===== config.mk =====
export PLATFORM = sky130hd
export DESIGN_NAME = priority_preemptive_tick_scheduler_flat
export DESIGN_NICKNAME = d
export VERILOG_FILES = /design/src/rtl/pts_pkg.sv /design/src/rtl/pts_if.sv /design/src/rtl/pts_slot_mem.sv /design/src/rtl/pts_pick_cmp.sv /design/src/rtl/priority_preemptive_tick_scheduler.sv /design/src/flat_wrapper.sv
export SDC_FILE = /design/constraint.sdc
export NUM_CORES = 1
export LEC_CHECK = 0
export BUFFER_PORTS_ARGS = -buffer_cell sky130_fd_sc_hd__clkbuf_2
export CAP_MARGIN = 20
export CORE_MARGIN = 3
export CORE_UTILIZATION = 56
export CTS_CLUSTER_SIZE = 16
export DETAILED_ROUTE_END_ITERATION = 10
export GPL_TIMING_DRIVEN = 0
export PLACE_DENSITY = 0.85
export SYNTH_ARGS = -nofsm -noshare
export SYNTH_HDL_FRONTEND = slang
export SYNTH_SLANG_ARGS = --single-unit

===== constraint.sdc =====
create_clock -name i_clk -period 7.95 [get_ports i_clk]
set_clock_uncertainty 0.2 [all_clocks]
set_input_delay 0.3975 -clock i_clk [delete_from_list [all_inputs] [get_ports i_clk]]
set_output_delay 0.3975 -clock i_clk [all_outputs]
set_load 0.02 [all_outputs]

===== src/rtl/pts_pkg.sv =====
`default_nettype none
// ============================================================================
// pts_pkg
// Types and codes shared by the preemptive priority tick scheduler.
// ============================================================================
package pts_pkg;

    // Operation codes carried by an input beat.
    localparam logic OP_LOAD = 1'b0;
    localparam logic OP_TICK = 1'b1;

    // One input beat: either a slot load or a scheduling tick.
    typedef struct packed {
        logic        opcode;
        logic [3:0]  slot;
        logic [15:0] arrival_time;
        logic [15:0] burst_time;
        logic [7:0]  priority_level;
        logic [15:0] current_time;
    } t_in_item;

    // One result beat, produced by every tick.
    typedef struct packed {
        logic        idle;
        logic [3:0]  chosen_slot;
        logic [15:0] remaining_after;
        logic        finished;
        logic [16:0] completion_time;
        logic [16:0] turnaround_time;
        logic [16:0] delay_time;
    } t_out_item;

    // Tick sequencer states.
    typedef enum logic [4:0] {
        S_IDLE  = 5'b00001,
        S_SCAN  = 5'b00010,
        S_DRAIN = 5'b00100,
        S_UPD   = 5'b01000,
        S_RES   = 5'b10000
    } t_state;

endpackage
`default_nettype wire


===== src/rtl/pts_if.sv =====
`default_nettype none
// ============================================================================
// pts_if
// Valid/ready stream interfaces for scheduler input and result beats.
// ============================================================================
interface pts_in_if;
    logic              valid;
    logic              ready;
    pts_pkg::t_in_item data;

    modport source (output valid, output data, input ready);
    modport sink   (input valid, input data, output ready);
endinterface

interface pts_out_if;
    logic               valid;
    logic               ready;
    pts_pkg::t_out_item data;

    modport source (output valid, output data, input ready);
    modport sink   (input valid, input data, output ready);
endinterface
`default_nettype wire


===== src/rtl/pts_slot_mem.sv =====
`default_nettype none
// ============================================================================
// pts_slot_mem
// Task slot table: one write port, one registered read port, and a valid
// bit per entry so that a slot never written reads back as all zeros.
// ============================================================================
module pts_slot_mem #(
    parameter int DEPTH = 16,
    parameter int AW    = 4,
    parameter int DW    = 56
) (
    input  wire logic          i_clk,
    input  wire logic          i_rst_n,
    input  wire logic          i_wr_en,
    input  wire logic [AW-1:0] i_wr_addr,
    input  wire logic [DW-1:0] i_wr_data,
    input  wire logic          i_rd_en,
    input  wire logic [AW-1:0] i_rd_addr,
    output logic      [DW-1:0] o_rd_data
);
    logic [DW-1:0] r_mem [DEPTH];
    logic [DEPTH-1:0] r_vld;
    logic [DW-1:0] r_rd_data;
    logic          r_rd_vld;

    always_ff @(posedge i_clk) begin
        if (i_wr_en) begin
            r_mem[i_wr_addr] <= i_wr_data;
        end
        if (i_rd_en) begin
            r_rd_data <= r_mem[i_rd_addr];
        end
    end

    always_ff @(posedge i_clk) begin
        if (!i_rst_n) begin
            r_vld    <= '0;
            r_rd_vld <= 1'b0;
        end else begin
            if (i_wr_en) begin
                r_vld[i_wr_addr] <= 1'b1;
            end
            if (i_rd_en) begin
                r_rd_vld <= r_vld[i_rd_addr];
            end
        end
    end

    // An entry that was never loaded behaves as a cleared slot.
    assign o_rd_data = r_rd_vld ? r_rd_data : '0;

endmodule
`default_nettype wire


===== src/rtl/pts_pick_cmp.sv =====
`default_nettype none
// ============================================================================
// pts_pick_cmp
// Shared slot comparator: decides whether the slot just read replaces the
// best candidate found so far in the current scan.
// ============================================================================
module pts_pick_cmp #(
    parameter int TIME_BITS     = 16,
    parameter int PRIORITY_BITS = 8
) (
    input  wire logic [TIME_BITS-1:0]     i_now,
    input  wire logic [TIME_BITS-1:0]     i_cand_arr,
    input  wire logic [TIME_BITS-1:0]     i_cand_rem,
    input  wire logic [PRIORITY_BITS-1:0] i_cand_prio,
    input  wire logic                     i_best_v,
    input  wire logic [TIME_BITS-1:0]     i_best_arr,
    input  wire logic [PRIORITY_BITS-1:0] i_best_prio,
    output logic                          o_take
);
    logic w_eligible;
    logic w_better;

    assign w_eligible = (i_cand_arr <= i_now) && (i_cand_rem != '0);

    // Strict comparisons: slots are scanned in ascending order, so on a full
    // tie the lower slot already held stays chosen.
    assign w_better = (i_cand_prio < i_best_prio) ||
                      ((i_cand_prio == i_best_prio) && (i_cand_arr < i_best_arr));

    assign o_take = w_eligible && (!i_best_v || w_better);

endmodule
`default_nettype wire


===== src/rtl/priority_preemptive_tick_scheduler.sv =====
`default_nettype none
// A load beat writes one task slot as it is accepted and returns no result;
// the block is ready again on the next cycle. A tick beat is accepted in
// S_IDLE; in S_SCAN the sequencer reads the slot table through its single
// read port, one slot per cycle, through one shared comparator; S_DRAIN
// waits for the last registered read; S_UPD writes back the chosen slot and
// registers the completion and turnaround figures; S_RES forms the waiting
// time and loads the result beat. No new beat is accepted until the
// sequencer is back in S_IDLE. A finished result waits in an output
// register, so a load or the next tick can be accepted while it is still
// pending; a tick whose result finds the previous one still waiting holds
// in its last stage until that one is taken.
// ============================================================================
// priority_preemptive_tick_scheduler
// Preemptive priority scheduler that serves one work unit per tick.
// ============================================================================
module priority_preemptive_tick_scheduler #(
    parameter int NUM_SLOTS     = 16,
    parameter int TIME_BITS     = 16,
    parameter int PRIORITY_BITS = 8
) (
    input  wire logic i_clk,
    input  wire logic i_rst_n,
    pts_in_if.sink    i_in,
    pts_out_if.source o_out
);
    import pts_pkg::*;

    localparam int SW = (NUM_SLOTS > 1) ? $clog2(NUM_SLOTS) : 1;
    localparam int WB = (TIME_BITS + 1 > 17) ? TIME_BITS + 1 : 17;
    localparam int PW = (PRIORITY_BITS > 8) ? PRIORITY_BITS : 8;
    localparam int EW = 3 * TIME_BITS + PRIORITY_BITS;
    localparam logic [SW-1:0] LAST_IDX = SW'(NUM_SLOTS - 1);

    // Entry layout: {priority, arrival, burst, remaining}.
    localparam int REM_LO   = 0;
    localparam int BURST_LO = TIME_BITS;
    localparam int ARR_LO   = 2 * TIME_BITS;
    localparam int PRIO_LO  = 3 * TIME_BITS;

    t_state r_state;
    t_state n_state;

    logic [SW-1:0]            r_idx;
    logic                     r_rd_pend;
    logic [SW-1:0]            r_rd_idx;
    logic [TIME_BITS-1:0]     r_now;

    logic                     r_best_v;
    logic [SW-1:0]            r_best_idx;
    logic [TIME_BITS-1:0]     r_best_arr;
    logic [TIME_BITS-1:0]     r_best_burst;
    logic [TIME_BITS-1:0]     r_best_rem;
    logic [PRIORITY_BITS-1:0] r_best_prio;

    logic                     r_res_idle;
    logic                     r_res_fin;
    logic [TIME_BITS-1:0]     r_res_rem;
    logic [WB-1:0]            r_res_done;
    logic [WB-1:0]            r_res_turn;

    logic                     r_out_valid;
    t_out_item                r_out_data;

    // Input fields brought to the stored widths.
    logic [WB-1:0]            w_arr_ext;
    logic [WB-1:0]            w_burst_ext;
    logic [WB-1:0]            w_now_ext;
    logic [PW-1:0]            w_prio_ext;
    logic [8:0]               w_slot_ext;
    logic [TIME_BITS-1:0]     w_arr_in;
    logic [TIME_BITS-1:0]     w_burst_in;
    logic [TIME_BITS-1:0]     w_now_in;
    logic [PRIORITY_BITS-1:0] w_prio_in;

    logic                     w_accept;
    logic                     w_load;
    logic                     w_out_free;

    logic                     w_wr_en;
    logic [SW-1:0]            w_wr_addr;
    logic [EW-1:0]            w_wr_data;
    logic                     w_rd_en;
    logic [EW-1:0]            w_rd_data;
    logic                     w_take;

    logic [TIME_BITS-1:0]     w_rem_new;
    logic [WB-1:0]            w_wait;
    logic [8:0]               w_chosen_ext;
    logic [WB-1:0]            w_rem_ext;
    t_out_item                w_result;

    assign w_arr_ext   = WB'(i_in.data.arrival_time);
    assign w_burst_ext = WB'(i_in.data.burst_time);
    assign w_now_ext   = WB'(i_in.data.current_time);
    assign w_prio_ext  = PW'(i_in.data.priority_level);
    assign w_slot_ext  = 9'(i_in.data.slot);
    assign w_arr_in    = w_arr_ext[TIME_BITS-1:0];
    assign w_burst_in  = w_burst_ext[TIME_BITS-1:0];
    assign w_now_in    = w_now_ext[TIME_BITS-1:0];
    assign w_prio_in   = w_prio_ext[PRIORITY_BITS-1:0];

    assign i_in.ready = (r_state == S_IDLE);
    assign w_accept   = i_in.valid && i_in.ready;
    assign w_load     = w_accept && (i_in.data.opcode == OP_LOAD) &&
                        (w_slot_ext < 9'(NUM_SLOTS));
    assign w_out_free = !r_out_valid || o_out.ready;

    // ------------------------------------------------------------------
    // Slot table and shared comparator
    // ------------------------------------------------------------------
    assign w_rem_new = r_best_rem - TIME_BITS'(1);

    always_comb begin
        if (r_state == S_UPD) begin
            w_wr_en   = r_best_v;
            w_wr_addr = r_best_idx;
            w_wr_data = {r_best_prio, r_best_arr, r_best_burst, w_rem_new};
        end else begin
            w_wr_en   = w_load;
            w_wr_addr = w_slot_ext[SW-1:0];
            w_wr_data = {w_prio_in, w_arr_in, w_burst_in, w_burst_in};
        end
    end

    assign w_rd_en = (r_state == S_SCAN);

    pts_slot_mem #(
        .DEPTH (NUM_SLOTS),
        .AW    (SW),
        .DW    (EW)
    ) u_mem (
        .i_clk     (i_clk),
        .i_rst_n   (i_rst_n),
        .i_wr_en   (w_wr_en),
        .i_wr_addr (w_wr_addr),
        .i_wr_data (w_wr_data),
        .i_rd_en   (w_rd_en),
        .i_rd_addr (r_idx),
        .o_rd_data (w_rd_data)
    );

    pts_pick_cmp #(
        .TIME_BITS     (TIME_BITS),
        .PRIORITY_BITS (PRIORITY_BITS)
    ) u_cmp (
        .i_now       (r_now),
        .i_cand_arr  (w_rd_data[ARR_LO +: TIME_BITS]),
        .i_cand_rem  (w_rd_data[REM_LO +: TIME_BITS]),
        .i_cand_prio (w_rd_data[PRIO_LO +: PRIORITY_BITS]),
        .i_best_v    (r_best_v),
        .i_best_arr  (r_best_arr),
        .i_best_prio (r_best_prio),
        .o_take      (w_take)
    );

    // ------------------------------------------------------------------
    // Sequencer
    // ------------------------------------------------------------------
    always_comb begin
        n_state = r_state;
        case (r_state)
            S_IDLE: begin
                if (w_accept && (i_in.data.opcode == OP_TICK)) begin
                    n_state = S_SCAN;
                end
            end
            S_SCAN: begin
                if (r_idx == LAST_IDX) begin
                    n_state = S_DRAIN;
                end
            end
            S_DRAIN: n_state = S_UPD;
            S_UPD:   n_state = S_RES;
            S_RES: begin
                if (w_out_free) begin
                    n_state = S_IDLE;
                end
            end
            default: n_state = S_IDLE;
        endcase
    end

    always_ff @(posedge i_clk) begin
        if (!i_rst_n) begin
            r_state   <= S_IDLE;
            r_rd_pend <= 1'b0;
            r_best_v  <= 1'b0;
            r_idx     <= '0;
        end else begin
            r_state   <= n_state;
            r_rd_pend <= (r_state == S_SCAN);
            if (r_state == S_IDLE) begin
                r_idx    <= '0;
                r_best_v <= 1'b0;
            end else if (r_state == S_SCAN) begin
                r_idx <= r_idx + SW'(1);
            end
            if (r_rd_pend && w_take) begin
                r_best_v <= 1'b1;
            end
        end
    end

    always_ff @(posedge i_clk) begin
        if (w_accept) begin
            r_now <= w_now_in;
        end
        r_rd_idx <= r_idx;
        if (r_rd_pend && w_take) begin
            r_best_idx   <= r_rd_idx;
            r_best_arr   <= w_rd_data[ARR_LO +: TIME_BITS];
            r_best_burst <= w_rd_data[BURST_LO +: TIME_BITS];
            r_best_rem   <= w_rd_data[REM_LO +: TIME_BITS];
            r_best_prio  <= w_rd_data[PRIO_LO +: PRIORITY_BITS];
        end
        if (r_state == S_UPD) begin
            r_res_idle <= !r_best_v;
            r_res_fin  <= r_best_v && (w_rem_new == '0);
            r_res_rem  <= w_rem_new;
            r_res_done <= WB'(r_now) + WB'(1);
            r_res_turn <= WB'(r_now) + WB'(1) - WB'(r_best_arr);
        end
    end

    // ------------------------------------------------------------------
    // Result formation and output register
    // ------------------------------------------------------------------
    // Waiting time saturates at zero when ticks run backwards.
    assign w_wait = (r_res_turn >= WB'(r_best_burst)) ?
                    (r_res_turn - WB'(r_best_burst)) : '0;
    assign w_chosen_ext = 9'(r_best_idx);
    assign w_rem_ext    = WB'(r_res_rem);

    always_comb begin
        w_result = '0;
        w_result.idle = r_res_idle;
        if (!r_res_idle) begin
            w_result.chosen_slot     = w_chosen_ext[3:0];
            w_result.remaining_after = w_rem_ext[15:0];
        end
        if (r_res_fin) begin
            w_result.finished        = 1'b1;
            w_result.completion_time = r_res_done[16:0];
            w_result.turnaround_time = r_res_turn[16:0];
            w_result.delay_time      = w_wait[16:0];
        end
    end

    always_ff @(posedge i_clk) begin
        if (!i_rst_n) begin
            r_out_valid <= 1'b0;
        end else if ((r_state == S_RES) && w_out_free) begin
            r_out_valid <= 1'b1;
        end else if (o_out.ready) begin
            r_out_valid <= 1'b0;
        end
    end

    always_ff @(posedge i_clk) begin
        if ((r_state == S_RES) && w_out_free) begin
            r_out_data <= w_result;
        end
    end

    assign o_out.valid = r_out_valid;
    assign o_out.data  = r_out_data;

endmodule
`default_nettype wire


===== src/flat_wrapper.sv =====
// flat-port wrapper written by rule: the top's interface ports become plain ports
module priority_preemptive_tick_scheduler_flat import pts_pkg::*;
#(
    parameter int NUM_SLOTS     = 16,
    parameter int TIME_BITS     = 16,
    parameter int PRIORITY_BITS = 8
)
  (i_clk, i_rst_n, i_in_valid, i_in_data, i_in_ready, o_out_valid, o_out_data, o_out_ready);
  pts_in_if i_in_i ();
  pts_out_if o_out_i ();
  input  wire logic i_clk;
  input  wire logic i_rst_n;
  input wire logic [$bits(i_in_i.valid)-1:0] i_in_valid;
  input wire logic [$bits(i_in_i.data)-1:0] i_in_data;
  output wire logic [$bits(i_in_i.ready)-1:0] i_in_ready;
  output wire logic [$bits(o_out_i.valid)-1:0] o_out_valid;
  output wire logic [$bits(o_out_i.data)-1:0] o_out_data;
  input wire logic [$bits(o_out_i.ready)-1:0] o_out_ready;
  assign i_in_i.valid = i_in_valid;
  assign i_in_i.data = i_in_data;
  assign i_in_ready = i_in_i.ready;
  assign o_out_valid = o_out_i.valid;
  assign o_out_data = o_out_i.data;
  assign o_out_i.ready = o_out_ready;
  priority_preemptive_tick_scheduler #(.NUM_SLOTS(NUM_SLOTS), .TIME_BITS(TIME_BITS), .PRIORITY_BITS(PRIORITY_BITS)) u_core (.i_clk(i_clk), .i_rst_n(i_rst_n), .i_in(i_in_i), .o_out(o_out_i));
endmodule

==> results of run 1 <==
-- sequential cells by signal, summed over array words and instances (netlist names), 5 cells and up --
signal,count
u_core.r_best_rem,16
u_core.o_out.data,73
u_core.u_mem.r_mem,896
u_core.r_best_burst,16
u_core.r_res_turn,17
u_core.r_state,5
u_core.r_res_done,17
u_core.r_now,16
u_core.r_best_arr,16
u_core.r_best_prio,8
u_core.r_res_rem,16
u_core.u_mem.r_vld,16
u_core.u_mem.r_rd_data,56
-- path summary, 6_finish.rpt --
| kind | startpoint | endpoint |
|---|---|---|
| setup reg to reg | u_core.u_mem.r_rd_vld | u_core.r_best_rem[10] |
| hold / removal | o_out_ready | u_core.r_state[4] |
| hold reg to reg | u_core.r_idx[3] | u_core.r_rd_idx[3] |
| setup / recovery | u_core.u_mem.r_rd_vld | u_core.r_best_rem[10] |
-- critical path, delay by kind of cell, from the launching register on --
family	cells	cell delay [ns]
buffers and inverters	5	2.38
adders and majority gates	1	0.34
AOI/OAI and AO/OA	5	2.07
DFF	1	0.34
and+or+nand+nor	2	0.93
-- metal layers --
layer	track usage	vias up	wire length [um]
li1	-	10190	-
met1	0.373	13431	42500
met2	0.511	2606	65800
met3	0.0779	639	17100
met4	0.174	10	8870
met5	0	-	59
-- area by class of cell --
| type | instances | area share |
|---|---|---|
| sequential | 1186 | 0.650 |
| multi-input combinational | 978 | 0.206 |
| clock buffer | 143 | 0.0549 |
| timing repair buffer | 244 | 0.0407 |
| tap | 1070 | 0.0247 |
| clock inverter | 59 | 0.0107 |
| buffer | 94 | 0.00696 |
| inverter | 78 | 0.00539 |
| antenna | 10 | 0.000461 |
-- where the power goes --
part | internal, W | total (W) | switching, W
clock | 0.00294 | 0.00528 | 0.00234
sequential | 0.00692 | 0.00695 | 0.0000360
combinational | 0.000146 | 0.000434 | 0.000289
total | 0.0100 | 0.0127 | 0.00267
-- per-stage QoR --
stage,area [um2],cells,setup TNS [ns]
after floorplan,47000,2336,0
after CTS,54100,3838,0
after global routing,54300,3852,0
after global placement,49100,3545,-322.05
final,54300,3862,0
after detailed placement,50300,3613,0
-- cell families (layout without fill, tap and decap cells) --
kind of cell	count (synthesis)	count (layout)	share of synthesized area
muxes	291	291	0.138
DFF	1186	1186	0.750
adders and majority gates	74	74	0.0200
and+or+nand+nor	376	376	0.0422
other	0	10	0
xor gates and xnor gates	56	56	0.0108
buffers and inverters	172	618	0.0142
AOI/OAI and AO/OA	181	181	0.0246
-- cell usage after synthesis (12+ instances only) --
cell type | instances | area [um2]
nand3_1 | 14 | 70.1
a21oi_1 | 34 | 170
nand2_1 | 96 | 360
and2_1 | 91 | 569
buf_2 | 16 | 80.1
o21a_1 | 21 | 158
edfxtp_1 | 1153 | 34600
nor2b_1 | 28 | 175
inv_1 | 77 | 289
o21ai_0 | 59 | 295
a211oi_1 | 12 | 90.1
xor2_1 | 24 | 210
xnor2_1 | 30 | 263
dfxtp_1 | 33 | 661
nand4_1 | 13 | 81.3
mux4_2 | 285 | 6420
ha_1 | 72 | 901
nor3_1 | 15 | 75.1
nor2_1 | 69 | 259
clkbuf_1 | 69 | 259
==> flow_summary_export.csv, run 1 <==
group,metric,value,unit
synth,avgSynthCellArea,20.1,um2
setup_path,worstPathMaxFanout,19,
clock_network,postCtsHoldBufs,23,
detailed_routing,firstDrtPassIters,8,
job,maxCapViolations,0,
place,dp_hpwl,78.9,mm
timing,finalCritPeriodShare,0.832,
synth,synth.distinct_cells,72,
pwr,powerDensity,233,nW/um2
setup_path,reg2reg_slack,1.34,ns
synth,synth_edf_count,1153,
layout,multiInputGateArea,11200,um2
clock_network,cts_made_buffers,110,
grt,antenna_found_initial,12,
synth,ys_warn_count,0,
layout,layout-drive-gt1-share,0.258,
detailed_routing,detail_route.iter0.violations,4440,
timing,min_period,6.61,ns
timing,rsz0062_at_grt,"false",
place,gp_congestion,0.934,
detailed_routing,drc_errors,0,
timing,worstMarginPinSlew,1.25,ns
clock_network,cts_tree,"done",
pwr,p_total,0.0127,W
layout,mostFrequentLayoutCells,"1153 x edfxtp_1, 285 x mux4_2, 139 x clkbuf_2, 113 x clkbuf_16, 96 x nand2_1",
pwr,ir_worst_vdd,0.160,mV
floorplan,die-area,87500,um2
setup_path,crit_chain,"clkbuf_1 -> clkbuf_1 -> clkbuf_1 -> and2_1 -> ha_1 -> a21oi_1 -> o2111ai_1 -> or3_1 -> a2111oi_0 -> o21ai_0 -> a211oi_4 -> buf_16 -> buf_8",
timing,finalSetupViolCount,0,
setup_path,critPathMostFrequentCell,"clkbuf_1",
detailed_routing,routed_wl,134,mm
setup_path,critical_path_class,"reg2reg",
grt,grt_max_degree,62,
layout,ff_latch_area,35300,um2
hold_path,min_path_cells,4,
place,io_buffers,139,
setup_path,arrival,6.80,ns
place,dp_slack,1.83,ns
timing,whs,0.0374,ns
hold_path,hp-class,"in2reg",
grt,grt_pass1_wl,190,mm
setup_path,start_kind,"register",
synth,syn_area,47000,um2
synth,ys_seq_elements,1186,
setup_path,reg2regPathDepth,13,
timing,drv_slew,0,
clock_network,clkLatencyLatePin,0.71,ns
floorplan,ios,140,
timing,fmax,151,MHz
setup_path,cp_data_required_time,8.13,ns
floorplan,die_x,296,um
floorplan,core_area,82600,um2
detailed_routing,avgRoutedWirePerCell,34.8,um
layout,nets,2831,
floorplan,die_h,296,um
floorplan,rows,105,
detailed_routing,route.vias.total,26876,
clock_network,clkSinkCount,1186,
grt,grtUsageTotal,0.308,
layout,fin_util,0.657,
timing,hold_viol,0,
setup_path,crit_path_end_kind,"register",
synth,seq_area_frac_synth,0.750,
clock_network,path_clk_slew,0.06,ns
clock_network,cts-resized-gates,0,
layout,n_fill_cell,4820,
clock_network,clockBufferDepth,3,
synth,synthFlopType,"edfxtp_1",
layout,final_common_cell,"edfxtp_1",
floorplan,initial_core_util,0.569,
clock_network,cts_setup_buffers,0,
grt,gr-total-overflow,0,
grt,grt_pass1_vias,27278,
detailed_routing,viasPerCell,6.96,
pwr,leakage,17.8,nW
synth,synth.net_count,2475,
outcome,status,"finished clean",
clock_network,htreeDepth,3,
timing,setup_ws,1.34,ns
detailed_routing,ant_nets,0,
setup_path,cp_slowest_stage_delay,0.75,ns
synth,synthCells,2336,
timing,max-slew-margin-rel,0.166,
layout,area_delta_synth_final,15.5,%
setup_path,cpMaxStageDelayCell,"clkbuf_1",
synth,async_reset_ff_frac,0,
clock_network,cts_root_buffer,"clkbuf_16",
(Power assumes the default switching activity.)
==> inputs of run 2 (changes only) <==
- clock period: 7.95 -> 5.8 ns (I/O delays scaled with it)
==> flow_summary_export.csv, run 2 (same netlist as run 1, synthesis figures left out) <==
group,metric,value,unit
grt,gr-total-overflow,0,
timing,hold_viol,10,
clock_network,cts_made_buffers,109,
pwr,internal_power,0.0139,W
setup_path,cp_data_required_time,5.99,ns
pwr,p_seq_frac,0.539,
place,dp.cells,3617,
detailed_routing,route.vias.total,27286,
timing,min_period,5.49,ns
grt,antenna_found_initial,7,
layout,mostFrequentLayoutCells,"1153 x edfxtp_1, 285 x mux4_2, 141 x clkbuf_2, 111 x clkbuf_16, 96 x nand2_1",
detailed_routing,ant_nets,0,
setup_path,start_kind,"register",
detailed_routing,drc_errors,0,
pwr,powerDensity,323,nW/um2
pwr,p_total,0.0177,W
grt,grt_max_degree,62,
floorplan,initial_core_util,0.569,
timing,rsz0062_at_grt,"false",
place,io_buffers,139,
setup_path,worstPathMaxFanout,18,
setup_path,crit_path_end_kind,"register",
layout,regMostFlops,"u_core.u_mem.r_mem",
setup_path,critical_path_class,"reg2reg",
floorplan,ios,140,
place,gp_congestion,0.893,
floorplan,core_area,82600,um2
pwr,swShare,0.212,
setup_path,cpMaxStageDelayCell,"or3_1",
place,dp_hpwl,80.5,mm
detailed_routing,wl_met1,43.3,mm
layout,layout-drive-gt1-share,0.263,
detailed_routing,routed_wl,138,mm
grt,grt_pass1_vias,27771,
hold_path,hp-class,"in2reg",
pwr,ir_worst_vdd,0.297,mV
layout,stdcell_area,54700,um2
setup_path,critPathMostFrequentCell,"clkbuf_2",
timing,whs,-0.0239,ns
clock_network,htreeDepth,3,
setup_path,arrival,5.67,ns
detailed_routing,dr_wl_met2,66.8,mm
layout,final_common_cell,"edfxtp_1",
floorplan,die-area,87500,um2
detailed_routing,firstDrtPassIters,6,
clock_network,clkSinkCount,1186,
setup_path,crit_chain,"clkbuf_1 -> clkbuf_2 -> clkbuf_2 -> and2_1 -> ha_1 -> a21oi_1 -> o2111ai_1 -> or3_1 -> a2111oi_0 -> o21ai_0 -> a211oi_4 -> buf_4 -> buf_16 -> buf_8",
setup_path,cp_slowest_stage_delay,0.51,ns
timing,finalSetupViolCount,0,
timing,fmax,182,MHz
floorplan,die_h,296,um
timing,fin_setup_tns,0,ns
layout,nets,2847,
outcome,violations,"negative hold slack",
floorplan,rows,105,
pwr,power_switching,0.00374,W
clock_network,path_clk_slew,0.07,ns
detailed_routing,wl_met3,18.5,mm
detailed_routing,avgRoutedWirePerCell,35.7,um
clock_network,cts_root_buffer,"clkbuf_16",
timing,max-slew-margin-rel,0.118,
pwr,p_comb_frac,0.035,
clock_network,clockBufferDepth,3,
timing,drv_slew,0,
place,place_area,50400,um2
detailed_routing,top_layer,"met5",
layout,layoutNonFillerInstCount,3872,
grt,grtUsageTotal,0.319,
detailed_routing,viasPerCell,7.05,
layout,largest_reg_flops,896,
job,maxCapViolations,0,
layout,area_delta_synth_final,16.3,%
grt,grt_pass1_wl,196,mm
detailed_routing,detail_route.iter0.violations,4611,
clock_network,clkLatencyLatePin,0.71,ns
clock_network,cts_tree,"done",
floorplan,die_x,296,um
pwr,leakage,18.0,nW
timing,finalCritPeriodShare,0.946,
pwr,power_frac_clock,0.426,
timing,worstMarginPinSlew,1.31,ns
outcome,status,"finished, violations left",
==> run 2: cell count changes in the layout (fill, tap and decap cells not counted), sizes merged <==
cell | before | now
diode | 10 | 2
clkbuf | 352 | 345
dlygate4sd3 | 23 | 30
buf | 106 | 115
clkinvlp | 3 | 5
bufinv | 9 | 15
inv | 81 | 82
==> run 2: path summary, 6_finish.rpt <==
| check | from | end | slack (ns) | depth (start not counted) |
|---|---|---|---|---|
| max | u_core.u_mem.r_rd_vld | u_core.r_best_rem[15] | 0.31 | 14 |
| min | i_in_data[49] | u_core.u_mem.r_mem[15][41] | -0.02 | 4 |
| max reg2reg | u_core.u_mem.r_rd_vld | u_core.r_best_rem[15] | 0.31 | 14 |
| min reg2reg | u_core.r_idx[2] | u_core.r_rd_idx[2] | 0.18 | 0 |
==> run 2: cell type report <==
cell class                 count  area, um2
sequential                  1186      35300
fill                        4699      27900
multi-input combinational    978      11200
clock buffer                 135       2900
timing repair buffer         261       2450
tap                         1070       1340
clock inverter                68        828
buffer                        94        380
inverter                      78        293
antenna                        2       5.00
==> run 2: through the flow <==
step / utilization / worst slack, ns
final: 0.662 / 0.313
after global routing: 0.662 / 0.206
after CTS: 0.659 / 0.00745
after detailed placement: 0.610 / -0.170
after global placement: 0.594 / -3.23
after floorplan: - / 0.127
==> run 2: repair_timing <==
action | CTS | global route
buffers inserted | 0 | 2
hold endpoints to repair | 51 | 6
hold buffers | 29 | 1
gates resized for setup | 1 | 2
setup endpoints to repair | 54 | 54
pin swaps | 0 | 1
==> run 2: power groups by stage <==
stage / logic, W / clock network, W / registers (W)
after global placement: 0.000475 / 0 / 0.00972
after detailed placement: 0.000548 / 0 / 0.00971
final: 0.000612 / 0.00754 / 0.00953
after CTS: 0.000581 / 0.00753 / 0.00953
after global routing: 0.000642 / 0.00785 / 0.00953
after floorplan: 0.000319 / 0 / 0.00969
==> run 2: layer usage <==
layer / global-route usage / vias up
li1: - / 10201
met1: 0.380 / 13493
met2: 0.518 / 2863
met3: 0.100 / 725
met4: 0.186 / 4
met5: 0 / -
==> run 2: critical path: cells and delay by family (launching register included) <==
| kind | cells | cell delay (ns) |
|---|---|---|
| AO/OA/AOI/OAI | 5 | 1.25 |
| adder cells (fa/ha/maj) | 1 | 0.35 |
| buffers and inverters | 6 | 2.02 |
| flip-flops | 1 | 0.34 |
| AND/OR/NAND/NOR | 2 | 0.97 |
